[config.mk]
export PLATFORM = sky130hd
export DESIGN_NAME = button_press_event_classifier_top
export DESIGN_NICKNAME = d
export VERILOG_FILES = /design/src/rtl/bpec_pkg.sv /design/src/rtl/bpec_div.sv /design/src/rtl/bpec_dp.sv /design/src/rtl/bpec_ctrl.sv /design/src/rtl/button_press_event_classifier_top.sv
export SDC_FILE = /design/constraint.sdc
export NUM_CORES = 1
export LEC_CHECK = 0
export BUFFER_PORTS_ARGS = -buffer_cell sky130_fd_sc_hd__buf_2
export CELL_PAD_IN_SITES_DETAIL_PLACEMENT = 0
export CELL_PAD_IN_SITES_GLOBAL_PLACEMENT = 1
export CORE_UTILIZATION = 25
export CTS_CLUSTER_SIZE = 30
export DETAILED_ROUTE_END_ITERATION = 16
export HOLD_SLACK_MARGIN = 0.02
export PLACE_DENSITY_LB_ADDON = 0.08
export SYNTH_ARGS = -nofsm -noshare
export SYNTH_HDL_FRONTEND = slang
export SYNTH_HIERARCHICAL = 1
export SYNTH_SLANG_ARGS = --single-unit
[constraint.sdc]
create_clock -name clk -period 7.3 [get_ports clk]
set_input_delay 1.095 -clock clk [delete_from_list [all_inputs] [get_ports clk]]
set_output_delay 1.095 -clock clk [all_outputs]
set_load 0.02 [all_outputs]
[src/rtl/bpec_pkg.sv]
// shared types and constants for the button press event classifier
// no dependencies; imported by bpec_dp, bpec_ctrl and the top level
package bpec_pkg;

	// default widths of the tick and count datapaths
	localparam int BPEC_TICK_BITS  = 16;
	localparam int BPEC_COUNT_BITS = 8;

	// configuration register indexes
	localparam logic [2:0] REG_ACTIVE_LEVEL  = 3'd0;
	localparam logic [2:0] REG_DEBOUNCE      = 3'd1;
	localparam logic [2:0] REG_SHORT         = 3'd2;
	localparam logic [2:0] REG_LONG          = 3'd3;
	localparam logic [2:0] REG_LONG_REPORT   = 3'd4;
	localparam logic [2:0] REG_LAST_TIMEOUT  = 3'd5;

	// configuration reset values
	localparam logic        RST_ACTIVE_LEVEL = 1'b0;
	localparam logic [7:0]  RST_DEBOUNCE     = 8'd3;
	localparam logic [15:0] RST_SHORT        = 16'd60;
	localparam logic [15:0] RST_LONG         = 16'd200;
	localparam logic [15:0] RST_LONG_REPORT  = 16'd20;
	localparam logic [15:0] RST_LAST_TIMEOUT = 16'd100;

	typedef enum logic [2:0] {
		EVT_NONE         = 3'd0,
		EVT_DOWN         = 3'd1,
		EVT_UP           = 3'd2,
		EVT_REPEAT       = 3'd3,
		EVT_LONG_START   = 3'd4,
		EVT_LONG_HOLD    = 3'd5,
		EVT_LONG_RELEASE = 3'd6
	} bpec_evt_t;

	// gesture classifier states
	typedef enum logic [2:0] {
		GST_IDLE     = 3'd0,
		GST_PRESSED  = 3'd1,
		GST_RELEASED = 3'd2,
		GST_REPRESS  = 3'd3,
		GST_LONG     = 3'd5
	} bpec_gst_t;

	// sequencer states
	typedef enum logic [1:0] {
		CTL_IDLE,
		CTL_PRE,
		CTL_DIV,
		CTL_COMMIT
	} bpec_ctl_t;

	// controller to datapath
	typedef struct packed {
		logic load;
		logic pre;
		logic commit;
	} bpec_cmd_t;

	// datapath to controller
	typedef struct packed {
		logic need_div;
		logic div_done;
	} bpec_sts_t;

endpackage

[src/rtl/bpec_div.sv]
// iterative restoring divider, one quotient bit per cycle
// depends on nothing but its parameter
module bpec_div #(
	parameter int N = 16
) (
	input  logic         clk,
	input  logic         arst_n,
	input  logic         start,
	input  logic [N-1:0] dividend,
	input  logic [N-1:0] divisor,
	output logic         done,
	output logic [N-1:0] quotient
);
	localparam int CW = $clog2(N + 1);

	logic         busy_q;
	logic         done_q;
	logic [CW-1:0] cnt_q;
	logic [N-1:0] rem_q;
	logic [N-1:0] quo_q;
	logic [N-1:0] dsr_q;
	logic [N:0]   trial;
	logic [N:0]   diff;
	logic         fits;

	assign trial = {rem_q, quo_q[N-1]};
	assign diff  = trial - {1'b0, dsr_q};
	assign fits  = trial >= {1'b0, dsr_q};

	always_ff @(posedge clk or negedge arst_n) begin
		if (!arst_n) begin
			busy_q <= 1'b0;
			done_q <= 1'b0;
			cnt_q  <= '0;
		end else begin
			done_q <= 1'b0;
			if (start) begin
				busy_q <= 1'b1;
				cnt_q  <= '0;
			end else if (busy_q) begin
				if (cnt_q == CW'(N - 1)) begin
					busy_q <= 1'b0;
					done_q <= 1'b1;
				end
				cnt_q <= cnt_q + 1'b1;
			end
		end
	end

	always_ff @(posedge clk) begin
		if (start) begin
			rem_q <= '0;
			quo_q <= dividend;
			dsr_q <= divisor;
		end else if (busy_q) begin
			rem_q <= fits ? diff[N-1:0] : trial[N-1:0];
			quo_q <= {quo_q[N-2:0], fits};
		end
	end

	assign done     = done_q;
	assign quotient = quo_q;

endmodule

[src/rtl/bpec_dp.sv]
// datapath: configuration, debounce, gesture state, memo and hold report divide
// depends on bpec_pkg and bpec_div
module bpec_dp #(
	parameter int TICK_BITS  = 16,
	parameter int COUNT_BITS = 8
) (
	input  logic                  clk,
	input  logic                  arst_n,
	input  bpec_pkg::bpec_cmd_t   cmd,
	output bpec_pkg::bpec_sts_t   sts,
	input  logic                  cfg_we,
	input  logic [2:0]            cfg_index,
	input  logic [15:0]           cfg_data,
	input  logic                  pin_level,
	input  logic [7:0]            tick_count,
	output logic [2:0]            event_code,
	output logic                  event_fired,
	output logic [COUNT_BITS-1:0] click_count,
	output logic [2:0]            recent_event,
	output logic [COUNT_BITS-1:0] recent_count
);
	import bpec_pkg::*;

	localparam int TB = TICK_BITS;
	localparam int CB = COUNT_BITS;
	localparam int WB = (TB > 16) ? TB : 16;
	localparam logic [TB-1:0] TICK_MAX  = '1;
	localparam logic [CB-1:0] COUNT_MAX = '1;

	// configuration
	logic        act_q;
	logic [7:0]  deb_q;
	logic [15:0] short_q;
	logic [15:0] long_q;
	logic [15:0] rpt_q;
	logic [15:0] tmo_q;

	// input word
	logic        pin_q;
	logic [7:0]  dt_q;

	// state
	bpec_gst_t   gst_q;
	logic [TB-1:0] held_q;
	logic [7:0]  mis_q;
	logic        stab_q;
	logic [CB-1:0] rep_q;
	bpec_evt_t   cur_q;
	logic        fired_q;
	bpec_evt_t   memo_evt_q;
	logic [TB-1:0] memo_ticks_q;
	logic [CB-1:0] memo_cnt_q;

	// pre step
	logic [TB:0]   held_sum;
	logic [TB-1:0] held_pre;
	logic [7:0]    mis_inc;
	logic [7:0]    mis_pre;
	logic          stab_pre;

	// divider
	logic          div_start;
	logic          div_done;
	logic [WB-1:0] quotient;
	logic [CB-1:0] q_sat;
	logic [15:0]   period;

	// commit step
	logic          pressed;
	logic [WB-1:0] held_w;
	logic [TB:0]   memo_sum;
	logic [TB-1:0] memo_sat;
	bpec_gst_t     n_gst;
	logic [TB-1:0] n_held;
	logic [CB-1:0] n_rep;
	bpec_evt_t     n_cur;
	logic          n_fired;
	bpec_evt_t     n_memo_evt;
	logic [TB-1:0] n_memo_ticks;
	logic [CB-1:0] n_memo_cnt;

	always_comb begin
		held_sum = {1'b0, held_q} + (TB+1)'(dt_q);
		if (gst_q == GST_IDLE) begin
			held_pre = held_q;
		end else if (held_sum > {1'b0, TICK_MAX}) begin
			held_pre = TICK_MAX;
		end else begin
			held_pre = held_sum[TB-1:0];
		end

		mis_inc  = (mis_q == 8'hFF) ? mis_q : mis_q + 8'd1;
		stab_pre = stab_q;
		mis_pre  = 8'd0;
		if (pin_q != stab_q) begin
			if (mis_inc >= deb_q) begin
				stab_pre = pin_q;
			end else begin
				mis_pre = mis_inc;
			end
		end
	end

	assign sts.need_div = (gst_q == GST_LONG) && (stab_pre == act_q);
	assign sts.div_done = div_done;
	assign div_start    = cmd.pre && sts.need_div;
	assign period       = (rpt_q == 16'd0) ? 16'd1 : rpt_q;

	bpec_div #(
		.N(WB)
	) u_div (
		.clk      (clk),
		.arst_n   (arst_n),
		.start    (div_start),
		.dividend (WB'(held_pre)),
		.divisor  (WB'(period)),
		.done     (div_done),
		.quotient (quotient)
	);

	// report count saturates before compare
	assign q_sat = (quotient > WB'(COUNT_MAX)) ? COUNT_MAX : quotient[CB-1:0];

	always_comb begin
		pressed  = (stab_q == act_q);
		held_w   = WB'(held_q);
		memo_sum = {1'b0, memo_ticks_q} + (TB+1)'(dt_q);
		memo_sat = (memo_sum > {1'b0, TICK_MAX}) ? TICK_MAX : memo_sum[TB-1:0];

		n_gst        = gst_q;
		n_held       = held_q;
		n_rep        = rep_q;
		n_cur        = cur_q;
		n_fired      = 1'b0;
		n_memo_evt   = memo_evt_q;
		n_memo_ticks = memo_ticks_q;
		n_memo_cnt   = memo_cnt_q;

		case (gst_q)
			GST_PRESSED: begin
				if (!pressed) begin
					n_cur   = EVT_UP;
					n_fired = 1'b1;
					n_held  = '0;
					n_gst   = GST_RELEASED;
				end else if (held_w > WB'(long_q)) begin
					n_cur   = EVT_LONG_START;
					n_fired = 1'b1;
					n_gst   = GST_LONG;
				end
			end
			GST_RELEASED: begin
				if (pressed) begin
					n_cur   = EVT_DOWN;
					n_fired = 1'b1;
					n_rep   = (rep_q == COUNT_MAX) ? rep_q : rep_q + 1'b1;
					n_held  = '0;
					n_gst   = GST_REPRESS;
				end else if (held_w > WB'(short_q)) begin
					n_cur        = EVT_REPEAT;
					n_fired      = 1'b1;
					n_gst        = GST_IDLE;
					n_memo_evt   = EVT_REPEAT;
					n_memo_cnt   = rep_q;
					n_memo_ticks = '0;
					n_rep        = '0;
				end
			end
			GST_REPRESS: begin
				if (!pressed) begin
					n_cur   = EVT_UP;
					n_fired = 1'b1;
					if (held_w < WB'(short_q)) begin
						n_held = '0;
						n_gst  = GST_RELEASED;
					end else begin
						n_gst = GST_IDLE;
					end
				end else if (held_w > WB'(short_q)) begin
					// second press held too long: close the click run without an event
					n_memo_evt   = EVT_REPEAT;
					n_memo_cnt   = (rep_q == '0) ? '0 : rep_q - 1'b1;
					n_memo_ticks = '0;
					n_gst        = GST_IDLE;
					n_rep        = '0;
				end
			end
			GST_LONG: begin
				if (pressed) begin
					n_cur = EVT_LONG_HOLD;
					if (q_sat > rep_q) begin
						n_rep   = q_sat;
						n_fired = 1'b1;
					end
				end else begin
					n_cur        = EVT_LONG_RELEASE;
					n_fired      = 1'b1;
					n_memo_evt   = EVT_LONG_HOLD;
					n_memo_cnt   = rep_q;
					n_memo_ticks = '0;
					n_gst        = GST_IDLE;
					n_rep        = '0;
					n_held       = '0;
				end
			end
			default: begin
				n_gst = GST_IDLE;
				if (pressed) begin
					n_cur   = EVT_DOWN;
					n_fired = 1'b1;
					n_held  = '0;
					n_rep   = CB'(1);
					n_gst   = GST_PRESSED;
				end else begin
					n_cur = EVT_NONE;
					if (memo_evt_q != EVT_NONE) begin
						n_memo_ticks = memo_sat;
						if (TB'(memo_sat) > TB'(0) &&
								WB'(memo_sat) > WB'(tmo_q)) begin
							n_memo_evt   = EVT_NONE;
							n_memo_cnt   = '0;
							n_memo_ticks = '0;
						end
					end
				end
			end
		endcase
	end

	// input word capture
	always_ff @(posedge clk) begin
		if (cmd.load) begin
			pin_q <= pin_level;
			dt_q  <= tick_count;
		end
	end

	always_ff @(posedge clk or negedge arst_n) begin
		if (!arst_n) begin
			act_q        <= RST_ACTIVE_LEVEL;
			deb_q        <= RST_DEBOUNCE;
			short_q      <= RST_SHORT;
			long_q       <= RST_LONG;
			rpt_q        <= RST_LONG_REPORT;
			tmo_q        <= RST_LAST_TIMEOUT;
			gst_q        <= GST_IDLE;
			held_q       <= '0;
			mis_q        <= '0;
			stab_q       <= ~RST_ACTIVE_LEVEL;
			rep_q        <= '0;
			cur_q        <= EVT_NONE;
			fired_q      <= 1'b0;
			memo_evt_q   <= EVT_NONE;
			memo_ticks_q <= '0;
			memo_cnt_q   <= '0;
		end else begin
			if (cfg_we) begin
				case (cfg_index)
					REG_ACTIVE_LEVEL: begin
						act_q  <= cfg_data[0];
						stab_q <= ~cfg_data[0];
						mis_q  <= '0;
					end
					REG_DEBOUNCE:     deb_q   <= cfg_data[7:0];
					REG_SHORT:        short_q <= cfg_data;
					REG_LONG:         long_q  <= cfg_data;
					REG_LONG_REPORT:  rpt_q   <= cfg_data;
					REG_LAST_TIMEOUT: tmo_q   <= cfg_data;
					default: begin
					end
				endcase
			end
			if (cmd.pre) begin
				held_q <= held_pre;
				mis_q  <= mis_pre;
				stab_q <= stab_pre;
			end
			if (cmd.commit) begin
				gst_q        <= n_gst;
				held_q       <= n_held;
				rep_q        <= n_rep;
				cur_q        <= n_cur;
				fired_q      <= n_fired;
				memo_evt_q   <= n_memo_evt;
				memo_ticks_q <= n_memo_ticks;
				memo_cnt_q   <= n_memo_cnt;
			end
		end
	end

	// the state registers double as the output word
	assign event_code   = cur_q;
	assign event_fired  = fired_q;
	assign click_count  = rep_q;
	assign recent_event = memo_evt_q;
	assign recent_count = memo_cnt_q;

endmodule

[src/rtl/bpec_ctrl.sv]
// sequencer: accept, debounce step, optional divide, commit into the output word
// depends on bpec_pkg
module bpec_ctrl (
	input  logic                clk,
	input  logic                arst_n,
	input  logic                in_valid,
	output logic                in_ready,
	output logic                out_valid,
	input  logic                out_ready,
	output bpec_pkg::bpec_cmd_t cmd,
	input  bpec_pkg::bpec_sts_t sts
);
	import bpec_pkg::*;

	bpec_ctl_t state_q;
	bpec_ctl_t state_nxt;
	logic      out_valid_q;
	logic      slot_free;

	assign slot_free = !out_valid_q || out_ready;

	always_ff @(posedge clk or negedge arst_n) begin
		if (!arst_n) begin
			state_q     <= CTL_IDLE;
			out_valid_q <= 1'b0;
		end else begin
			state_q <= state_nxt;
			if (cmd.commit) begin
				out_valid_q <= 1'b1;
			end else if (out_ready) begin
				out_valid_q <= 1'b0;
			end
		end
	end

	always_comb begin
		state_nxt  = state_q;
		in_ready   = 1'b0;
		cmd.load   = 1'b0;
		cmd.pre    = 1'b0;
		cmd.commit = 1'b0;
		case (state_q)
			CTL_IDLE: begin
				in_ready = 1'b1;
				if (in_valid) begin
					cmd.load  = 1'b1;
					state_nxt = CTL_PRE;
				end
			end
			CTL_PRE: begin
				cmd.pre   = 1'b1;
				state_nxt = sts.need_div ? CTL_DIV : CTL_COMMIT;
			end
			CTL_DIV: begin
				if (sts.div_done) begin
					state_nxt = CTL_COMMIT;
				end
			end
			CTL_COMMIT: begin
				if (slot_free) begin
					cmd.commit = 1'b1;
					state_nxt  = CTL_IDLE;
				end
			end
			default: begin
				state_nxt = CTL_IDLE;
			end
		endcase
	end

	assign out_valid = out_valid_q;

	// a waiting output word is never overwritten
	a_no_overwrite: assert property (@(posedge clk) disable iff (!arst_n)
		(out_valid_q && !out_ready) |-> !cmd.commit)
		else $error("output word overwritten while stalled");

	// an accepted word is processed in the following cycle
	a_accept_pre: assert property (@(posedge clk) disable iff (!arst_n)
		(in_valid && in_ready) |=> (state_q == CTL_PRE))
		else $error("accepted word not processed");

	// divider completes only while the sequencer waits for it
	a_div_done: assert property (@(posedge clk) disable iff (!arst_n)
		sts.div_done |-> (state_q == CTL_DIV))
		else $error("divider finished outside divide wait");

	// a commit always follows an accepted word, never a stray one
	a_commit_origin: assert property (@(posedge clk) disable iff (!arst_n)
		cmd.commit |-> ($past(state_q) == CTL_PRE || $past(state_q) == CTL_DIV ||
			$past(state_q) == CTL_COMMIT))
		else $error("commit without a word in progress");

endmodule

[src/rtl/button_press_event_classifier_top.sv]
// top level of the button press event classifier
// depends on bpec_pkg, bpec_ctrl, bpec_dp (which holds bpec_div)
//
//  channel  direction  handshake             payload
//  in       sink       in_valid / in_ready   pin_level, tick_count
//  out      source     out_valid / out_ready event_code, event_fired, click_count,
//                                            recent_event, recent_count
//  cfg      sink       cfg_valid / cfg_ready cfg_index, cfg_data
//
// a word passes through accept, debounce step and commit into the output register
// in long hold while pressed the hold report count comes from a one-bit-per-cycle
//   divider, which adds a divide step before the commit
// asynchronous reset loads the register defaults; no clearing pass is needed
// a new word is taken while the previous result waits on out_ready; a commit
//   stalls only when the output register is still full; cfg_ready is always high
// the user must write registers only while idle; the block does not enforce it
module button_press_event_classifier_top #(
	parameter int TICK_BITS  = bpec_pkg::BPEC_TICK_BITS,
	parameter int COUNT_BITS = bpec_pkg::BPEC_COUNT_BITS
) (
	input  logic                  clk,
	input  logic                  arst_n,
	// input word
	input  logic                  in_valid,
	output logic                  in_ready,
	input  logic                  pin_level,
	input  logic [7:0]            tick_count,
	// result word
	output logic                  out_valid,
	input  logic                  out_ready,
	output logic [2:0]            event_code,
	output logic                  event_fired,
	output logic [COUNT_BITS-1:0] click_count,
	output logic [2:0]            recent_event,
	output logic [COUNT_BITS-1:0] recent_count,
	// configuration writes
	input  logic                  cfg_valid,
	output logic                  cfg_ready,
	input  logic [2:0]            cfg_index,
	input  logic [15:0]           cfg_data
);
	import bpec_pkg::*;

	bpec_cmd_t cmd;
	bpec_sts_t sts;
	logic      cfg_we;

	// config is always taken; register writes land in the datapath
	assign cfg_ready = 1'b1;
	assign cfg_we    = cfg_valid && cfg_ready;

	// sequencer: owns the in and out handshakes and the output valid flag
	bpec_ctrl u_ctrl (
		.clk       (clk),
		.arst_n    (arst_n),
		.in_valid  (in_valid),
		.in_ready  (in_ready),
		.out_valid (out_valid),
		.out_ready (out_ready),
		.cmd       (cmd),
		.sts       (sts)
	);

	// datapath: config registers, debounce, gesture state, memo, divider
	bpec_dp #(
		.TICK_BITS  (TICK_BITS),
		.COUNT_BITS (COUNT_BITS)
	) u_dp (
		.clk          (clk),
		.arst_n       (arst_n),
		.cmd          (cmd),
		.sts          (sts),
		.cfg_we       (cfg_we),
		.cfg_index    (cfg_index),
		.cfg_data     (cfg_data),
		.pin_level    (pin_level),
		.tick_count   (tick_count),
		.event_code   (event_code),
		.event_fired  (event_fired),
		.click_count  (click_count),
		.recent_event (recent_event),
		.recent_count (recent_count)
	);

endmodule
==> run metrics, run 1 <==
Required @ worst endpoint between 7 and 8 ns; Residual DRC 0; Routed Antenna Nets 0; CP endpoint kind register; area leader, netlist dfrtp_1; nets@finish 1477; hold buffers post-CTS 0; Crit Path Class register to register; Initial Util 25.29%; I/O Buffers between 50 and 60; arrival time at the worst endpoint between 5 and 6 ns; DR pass1 iterations 4; setup bufs post-CTS 0; worst skew pair latency between 0.5 and 0.6 ns; internal power consumption about 0.0034 W; Tot GR Track Use around 16%; Worst VDD drop ~0.0002 V; Setup crit start kind register; switching power total approximately 0.0024 W; sequential power share between 30% and 40%; Gate power share approximately 44%; CTS tree done; PostCTS Resize Cnt 0; Slew HR roughly 23%; Max Clock Skew 0.02999 ns; share of Yosys cell area claimed by the top area cell type roughly a quarter; Die X approximately 230 um; Placer Congestion 0.7746; Fin. Hold Viols 0; layout cell share with drive strength beyond 1 18.87%; clock sinks between 200 and 250; area of the core 51200 um2; diodes inserted 0; H-tree depth 1; Num CTS Buffers 28; synthesized area between 10000 and 15000 um2; RR Startpoint u_dp/dt_q[5]$_DFFE_PP_; hold path start u_dp/rpt_q[9]$_DFFE_PN0P_; outcome finished, final reports clean; FP Rows a little over 80; WL per Instance about 20 um; clock network fraction of design power approximately a quarter; max_cap viols 0; top post-synthesis cells by area dfrtp_1 (26%), ha_1 (10%), edfxtp_1 (9.5%), mux2_2 (6.5%), inv_1 (3.3%); vias 9891; WL final 40470 um; Worst Hold Class register to register; DPL Wire Length around 30000 um; die height 229.6 um; Post-synth EDFFs roughly 40; Sw Ratio approximately 40%; clock transition at the registers of the reported paths approximately 0.060 ns; Mean Syn Cell Area between 9 and 10 um2; Worst Path Max Fanout 13; Overflow after GRT 0; Yosys warnings 6; # IOs 59; Max Buffers Root-to-Sink 3; register area share after synthesis between 40% and 50%; DIE AREA ~53000 um2; ys flop type dfrtp_1; routed vias/inst between 4 and 5; RSZ-0062 raised after global routing no; pwr dens 385.1 nW/um2; Post-Synthesis Cells 1298; ys async rst share between 70% and 80%; Synthesized Nets around 1400; global-route wire length before repair roughly 63000 um; Starting DRT DRC Count 546; Yosys cell types 93; crit path launch u_dp/dt_q[5]$_DFFE_PP_; final setup TNS 0 ns; total power 0.005726 W; Layout Area Growth over Synthesis 14.81%; vias in the first global route approximately 10000; Pleak about 6.5 nW; largest net degree at the start of global routing 57; Min Clock Period, post-route 4.964 ns; worst slew pin tran roughly 1.1 ns; fin. max-slew vios 0; f_max a little over 200 MHz; worst hold slack around 0.48 ns; CTS root buf clkbuf_16; flops & latches, synth a little over 200; fin crit share slightly below 70%; initial antenna violation count 4; endpoints failing setup 0
synthesized netlist by cell type (16+ instances only):
library cell and instances:
a21o_1 25, a21oi_1 56, a32o_1 17, clkbuf_1 46
dfrtp_1 135, dfxtp_1 16, edfxtp_1 41, ha_1 106
inv_1 114, mux2_2 75, mux2i_1 17, nand2_1 104
nand3_1 39, nand4_1 16, nor2_1 72, nor3_1 20
o21ai_0 67, o2bb2ai_1 16, xnor2_1 29
layer usage:
layer  vias to the layer above  GRT usage (%)  wire length, um
li1                       4783              -                -
met1                      4921          21.90            19850
met2                       144          25.24            18560
met3                        43          1.880             1118
met4                         0          3.625              940
met5                         -              0                0
worst max-delay path, stage by stage, from the launching register on:
cell,delay [ns]
edfxtp_1,0.43
ha_1,0.41
a21oi_1,0.28
nand2_1,0.15
o211ai_1,0.57
nand2_1,0.17
ha_1,0.35
a21o_1,0.18
a2111oi_0,0.34
o21ai_0,0.15
o221a_2,0.26
o21ai_1,0.46
a41o_2,0.42
a21oi_2,0.27
mux2_4,0.37
power by group through the flow:
stage / Combinational, W / Sequential, W / Clock (W)
2_1_floorplan: 0.00190 / 0.00171 / 0
3_3_place_gp: 0.00256 / 0.00181 / 0
3_5_place_dp: 0.00254 / 0.00181 / 0
4_1_cts: 0.00256 / 0.00179 / 0.00148
5_1_grt: 0.00284 / 0.00183 / 0.00152
6_report: 0.00252 / 0.00178 / 0.00142
cell usage in the layout, fill, tap and decap left out, drive strengths merged, types with 15 or more instances in the layout:
master	Yosys	routed
xnor2	29	29
dfxtp	16	16
o21a	15	15
a21o	26	26
dfrtp	135	135
a32o	17	17
ha	106	106
mux2	82	82
buf	13	68
dfstp	15	15
clkbuf	48	34
nand4	16	16
o2bb2ai	16	16
inv	114	114
mux2i	17	17
nor3	22	22
nor2	72	72
edfxtp	41	41
o21ai	70	70
nand3	39	39
nand2	104	104
a211oi	17	17
a21oi	62	62
stage by stage:
step | utilization (%) | std cells | setup WS, ns | instance area, um2
after global placement | 27.21 | 1985 | 2.327 | 13930
after global routing | 29.04 | 2037 | 1.907 | 14870
after floorplan | - | 1298 | 1.970 | 12950
after CTS | 29.04 | 2037 | 2.239 | 14870
after detailed placement | 27.21 | 1985 | 2.272 | 13930
final | 29.04 | 2037 | 2.336 | 14870
cells by family (layout without fill, tap and decap cells):
group | after synthesis | in the layout | share of synthesized area (%)
xor gates and xnor gates | 41 | 41 | 2.773
DFF | 207 | 207 | 41.11
buffers and inverters | 175 | 234 | 5.372
adders and majority gates | 110 | 110 | 10.78
other | 1 | 1 | 0.02896
and+or+nand+nor | 335 | 335 | 12.63
AOI/OAI and AO/OA | 330 | 330 | 18.69
muxes | 99 | 99 | 8.618
final timing paths:
path	cells after the start	slack (ns)	endpoint
worst max-delay path	14	2.34	u_dp/recent_count[7]$_DFFE_PN0P_
min in group asynchronous	1	0.50	u_dp/memo_ticks_q[11]$_DFFE_PN0P_
worst min-delay path	0	0.48	u_dp/u_div/dsr_q[9]$_DFFE_PP_
worst max register to register	14	2.34	u_dp/recent_count[7]$_DFFE_PN0P_
max in group asynchronous	2	5.55	u_dp/tmo_q[7]$_DFFE_PN0P_
worst min register to register	0	0.48	u_dp/u_div/dsr_q[9]$_DFFE_PP_
sequential cells by signal, summed over array words and instances (netlist names), 16 cells and up:
name and cells:
u_dp/held_q 16, u_dp/long_q 16, u_dp/memo_ticks_q 16, u_dp/rpt_q 16, u_dp/short_q 16, u_dp/tmo_q 16
u_dp/u_div/dsr_q 16, u_dp/u_div/quotient 16, u_dp/u_div/rem_q 16
layout make-up:
type                            instances  area [um2]
Multi-Input combinational cell        916        6953
Inverter                              114       427.9
Clock buffer                           34       733.2
Tap cell                              680       850.8
Timing Repair Buffer                   68       374.1
Sequential cell                       207        5324
Fill cell                            5383       36330
Clock inverter                         18       205.2
Note: power is estimated with default switching activity, not from simulation.
==> inputs of run 2 (changes only) <==
ABC_AREA = 1   (was unset)
clock period = 4.2 ns   (was 7.3 ns; I/O delays follow)
==> run 2 against run 1 <==
The run now ends with DRC left. Area after synthesis up 4.1%. Non-clock buffer count grew 9. First-iteration DRC count is 11% higher. Worst hold slack worse by 0.33 ns. Setup slack worse by 1.9 ns. Die area up 4.0%. Power is 82% higher. Register-to-register slack worse by 1.9 ns. Critical endpoint is now u_dp/u_div/quotient[0]$_DFFE_PP_. Largest power group unchanged. Highest routed layer unchanged.
==> run metrics, run 2 <==
outcome finished, violations left (was finished, final reports clean); failing checks DRC; routed vias/inst 4.437 (was 4.856); Post-synth EDFFs 41 (unchanged); Die X 234.2 um (was 229.6 um); Num CTS Buffers 29 (was 28); clock sinks 207 (unchanged); WL final 42060 um (was 40470 um); Required @ worst endpoint 4.49 ns (was 7.76 ns); vias 11390 (was 9891); CTS tree done (unchanged); sequential power share 30.0% (was 31.1%); Post-synth top cells nand2_1 (517), inv_1 (277), o21ai_0 (148), dfrtp_1 (135), nand3_1 (127) (was dfrtp_1 (135), inv_1 (114), ha_1 (106), nand2_1 (104), mux2_2 (75)); worst slew pin tran 1.144 ns (was 1.146 ns); Starting DRT DRC Count 605 (was 546); Routed Antenna Nets 0 (unchanged); Worst VDD drop 0.0003260 V (was 0.0002040 V); commonest non-fill, non-tap cell in the layout nand2_1 (was dfrtp_1); die height 234.2 um (was 229.6 um); flops & latches, synth 207 (unchanged); commonest cells after routing, fill and taps aside nand2_1 (517), inv_1 (276), o21ai_0 (148) (was dfrtp_1 (135), inv_1 (114), ha_1 (106)); Worst Hold Class primary input to asynchronous set/reset pin (was register to register); Synthesized Nets 1942 (was 1440); total power 0.01041 W (was 0.005726 W); synthesized area 13480 um2 (was 12950 um2); Residual DRC 2 (was 0); nets@finish 1997 (was 1477); global-route wire length before repair 66680 um (was 63410 um); final setup TNS 0 ns (unchanged); register area share after synthesis 39.51% (was 41.11%); Worst Path Max Fanout 20 (was 13); Gate power share 46.0% (was 44.0%); RSZ-0062 raised after global routing no (unchanged); f_max 266.1 MHz (was 201.4 MHz); pwr dens 671.3 nW/um2 (was 385.1 nW/um2); initial antenna violation count 2 (was 4); vias in the first global route 11480 (was 10160); Util after Layout 29.34% (was 29.04%); clock transition at the registers of the reported paths 0.05 ns (was 0.06 ns); pre-CTS WS 0.2925 ns (was 2.272 ns); arrival time at the worst endpoint 4.05 ns (was 5.42 ns); diodes inserted 0 (unchanged); ys async rst share 72.46% (unchanged); Max Buffers Root-to-Sink 3 (unchanged); ys flop type dfrtp_1 (unchanged); worst skew pair latency 0.58 ns (about the same); CP endpoint kind register (unchanged); setup bufs post-CTS 0 (unchanged); Sw Ratio 44.29% (was 41.15%); hold buffers post-CTS 0 (unchanged); WL per Instance 16.39 um (was 19.87 um); DPL Wire Length 32570 um (was 29910 um); max_cap viols 0 (unchanged); Yosys warnings 6 (unchanged); Initial Util 25.49% (was 25.29%); endpoints failing setup 0 (unchanged); Overflow after GRT 0 (unchanged); Min Clock Period, post-route 3.759 ns (was 4.964 ns); FP Rows 84 (was 83); layout cell share with drive strength beyond 1 11.08% (was 18.87%); Crit Path Class register to register (unchanged); # IOs 59 (unchanged); DR pass1 iterations 11 (was 4); fin crit share 89.49% (was 68.00%); clock network fraction of design power 24.0% (was 24.8%); top post-synthesis cells by area dfrtp_1 (25%), nand2_1 (14%), ha_1 (9.8%), edfxtp_1 (9.1%), inv_1 (7.7%) (was dfrtp_1 (26%), ha_1 (10%), edfxtp_1 (9.5%), mux2_2 (6.5%), inv_1 (3.3%)); Pleak 7.842 nW (was 6.454 nW); Yosys cell types 57 (was 93); I/O Buffers 57 (unchanged); Tot GR Track Use 15.77% (was 15.57%); Layout Area Growth over Synthesis 15.11% (was 14.81%); Max Clock Skew 0.02729 ns (was 0.02999 ns); Placer Congestion 0.7518 (was 0.7746); Fin. Hold Viols 0 (unchanged); area of the core 52870 um2 (was 51200 um2); fin. max-slew vios 0 (unchanged); CTS root buf clkbuf_16 (unchanged); Slew HR 23.50% (was 23.17%); Setup WS post-layout 0.4414 ns (was 2.336 ns); Post-Synthesis Cells 1800 (was 1298); share of Yosys cell area claimed by the top area cell type 25.07% (was 26.09%); DIE AREA 54830 um2 (was 52710 um2); most frequent cell after synthesis nand2_1 (was dfrtp_1); Mean Syn Cell Area 7.486 um2 (was 9.977 um2); H-tree depth 1 (unchanged); switching power total 0.004611 W (was 0.002356 W); area leader, netlist dfrtp_1 (unchanged); largest net degree at the start of global routing 80 (was 57); worst hold slack 0.1473 ns (was 0.4795 ns); Setup crit start kind register (unchanged); internal power consumption 0.005801 W (was 0.003370 W)
run 2: per-layer routing:
| metal | track usage [%] | vias to the layer above | wire length, um |
|---|---|---|---|
| li1 | - | 5934 | - |
| met1 | 21.77 | 5284 | 20600 |
| met2 | 26.06 | 131 | 19300 |
| met3 | 2.079 | 37 | 1299 |
| met4 | 3.429 | 0 | 857 |
| met5 | 0 | - | 0 |
run 2: cell type report:
class,instances,area [um2]
fill,5787,37350
clock buffer,46,839.6
clock inverter,8,118.9
multi-input combinational,1252,6833
tap,688,860.8
sequential,207,5324
timing repair buffer,77,454.2
inverter,288,1081
run 2: power groups by stage:
stage	clock (W)	sequential, W	combinational (W)
after floorplan	0	0.00304	0.00344
after global placement	0	0.00317	0.00486
after detailed placement	0	0.00316	0.00485
after CTS	0.00261	0.00314	0.00488
after global routing	0.00266	0.00320	0.00555
final	0.00250	0.00312	0.00479
run 2: path summary, 6_finish.rpt:
check	startpoint	end	slack, ns	cells after the start
worst max register to register	u_dp/mis_q[0]$_DFFE_PN0P_	u_dp/u_div/quotient[0]$_DFFE_PP_	0.44	21
max in group asynchronous	arst_n	u_dp/long_q[7]$_DFFE_PN1P_	3.09	2
worst min-delay path	arst_n	u_dp/u_div/cnt_q[0]$_DFFE_PN0P_	0.15	1
min in group clk	tick_count[0]	u_dp/dt_q[0]$_DFFE_PP_	0.23	1
worst min register to register	u_dp/u_div/cnt_q[3]$_DFFE_PN0P_	u_dp/u_div/cnt_q[3]$_DFFE_PN0P_	0.46	1
worst max-delay path	u_dp/mis_q[0]$_DFFE_PN0P_	u_dp/u_div/quotient[0]$_DFFE_PP_	0.44	21
run 2: critical path: stages (launching register included):
cell	delay, ns
dfrtp_1	0.38
ha_1	0.20
nand2_1	0.06
inv_1	0.07
nand4_1	0.10
nor2_1	0.21
inv_1	0.13
nand2_1	0.09
xor2_1	0.19
inv_1	0.07
ha_1	0.29
nand2_1	0.06
nor2_1	0.12
nand4_1	0.11
nand3_2	0.16
mux2i_2	0.30
xor2_2	0.16
nor3_4	0.31
inv_1	0.08
buf_4	0.21
nor2_1	0.12
a31oi_1	0.05
run 2: logic make-up (layout without fill, tap and decap cells):
family	Yosys count	after routing	share of synthesized area [%]
muxes	1	1	0.07428
DFF	207	207	39.51
and+or+nand+nor	848	848	27.52
buffers and inverters	341	419	10.05
xor gates and xnor gates	31	31	2.071
other	1	1	0.02783
AOI/OAI and AO/OA	262	262	10.46
adders and majority gates	109	109	10.29
run 2: timing repair:
action                                  4_1_cts  5_1_grt
hold endpoints to repair                      0        0
resized for setup                             0        6
endpoints found under the setup margin        0       44
run 2: metrics by stage:
stage               cell area, um2  std cells
global route                 15510       2566
floorplan                    13490       1800
global placement             14530       2512
finish                       15510       2566
CTS                          15490       2566
detailed placement           14530       2512
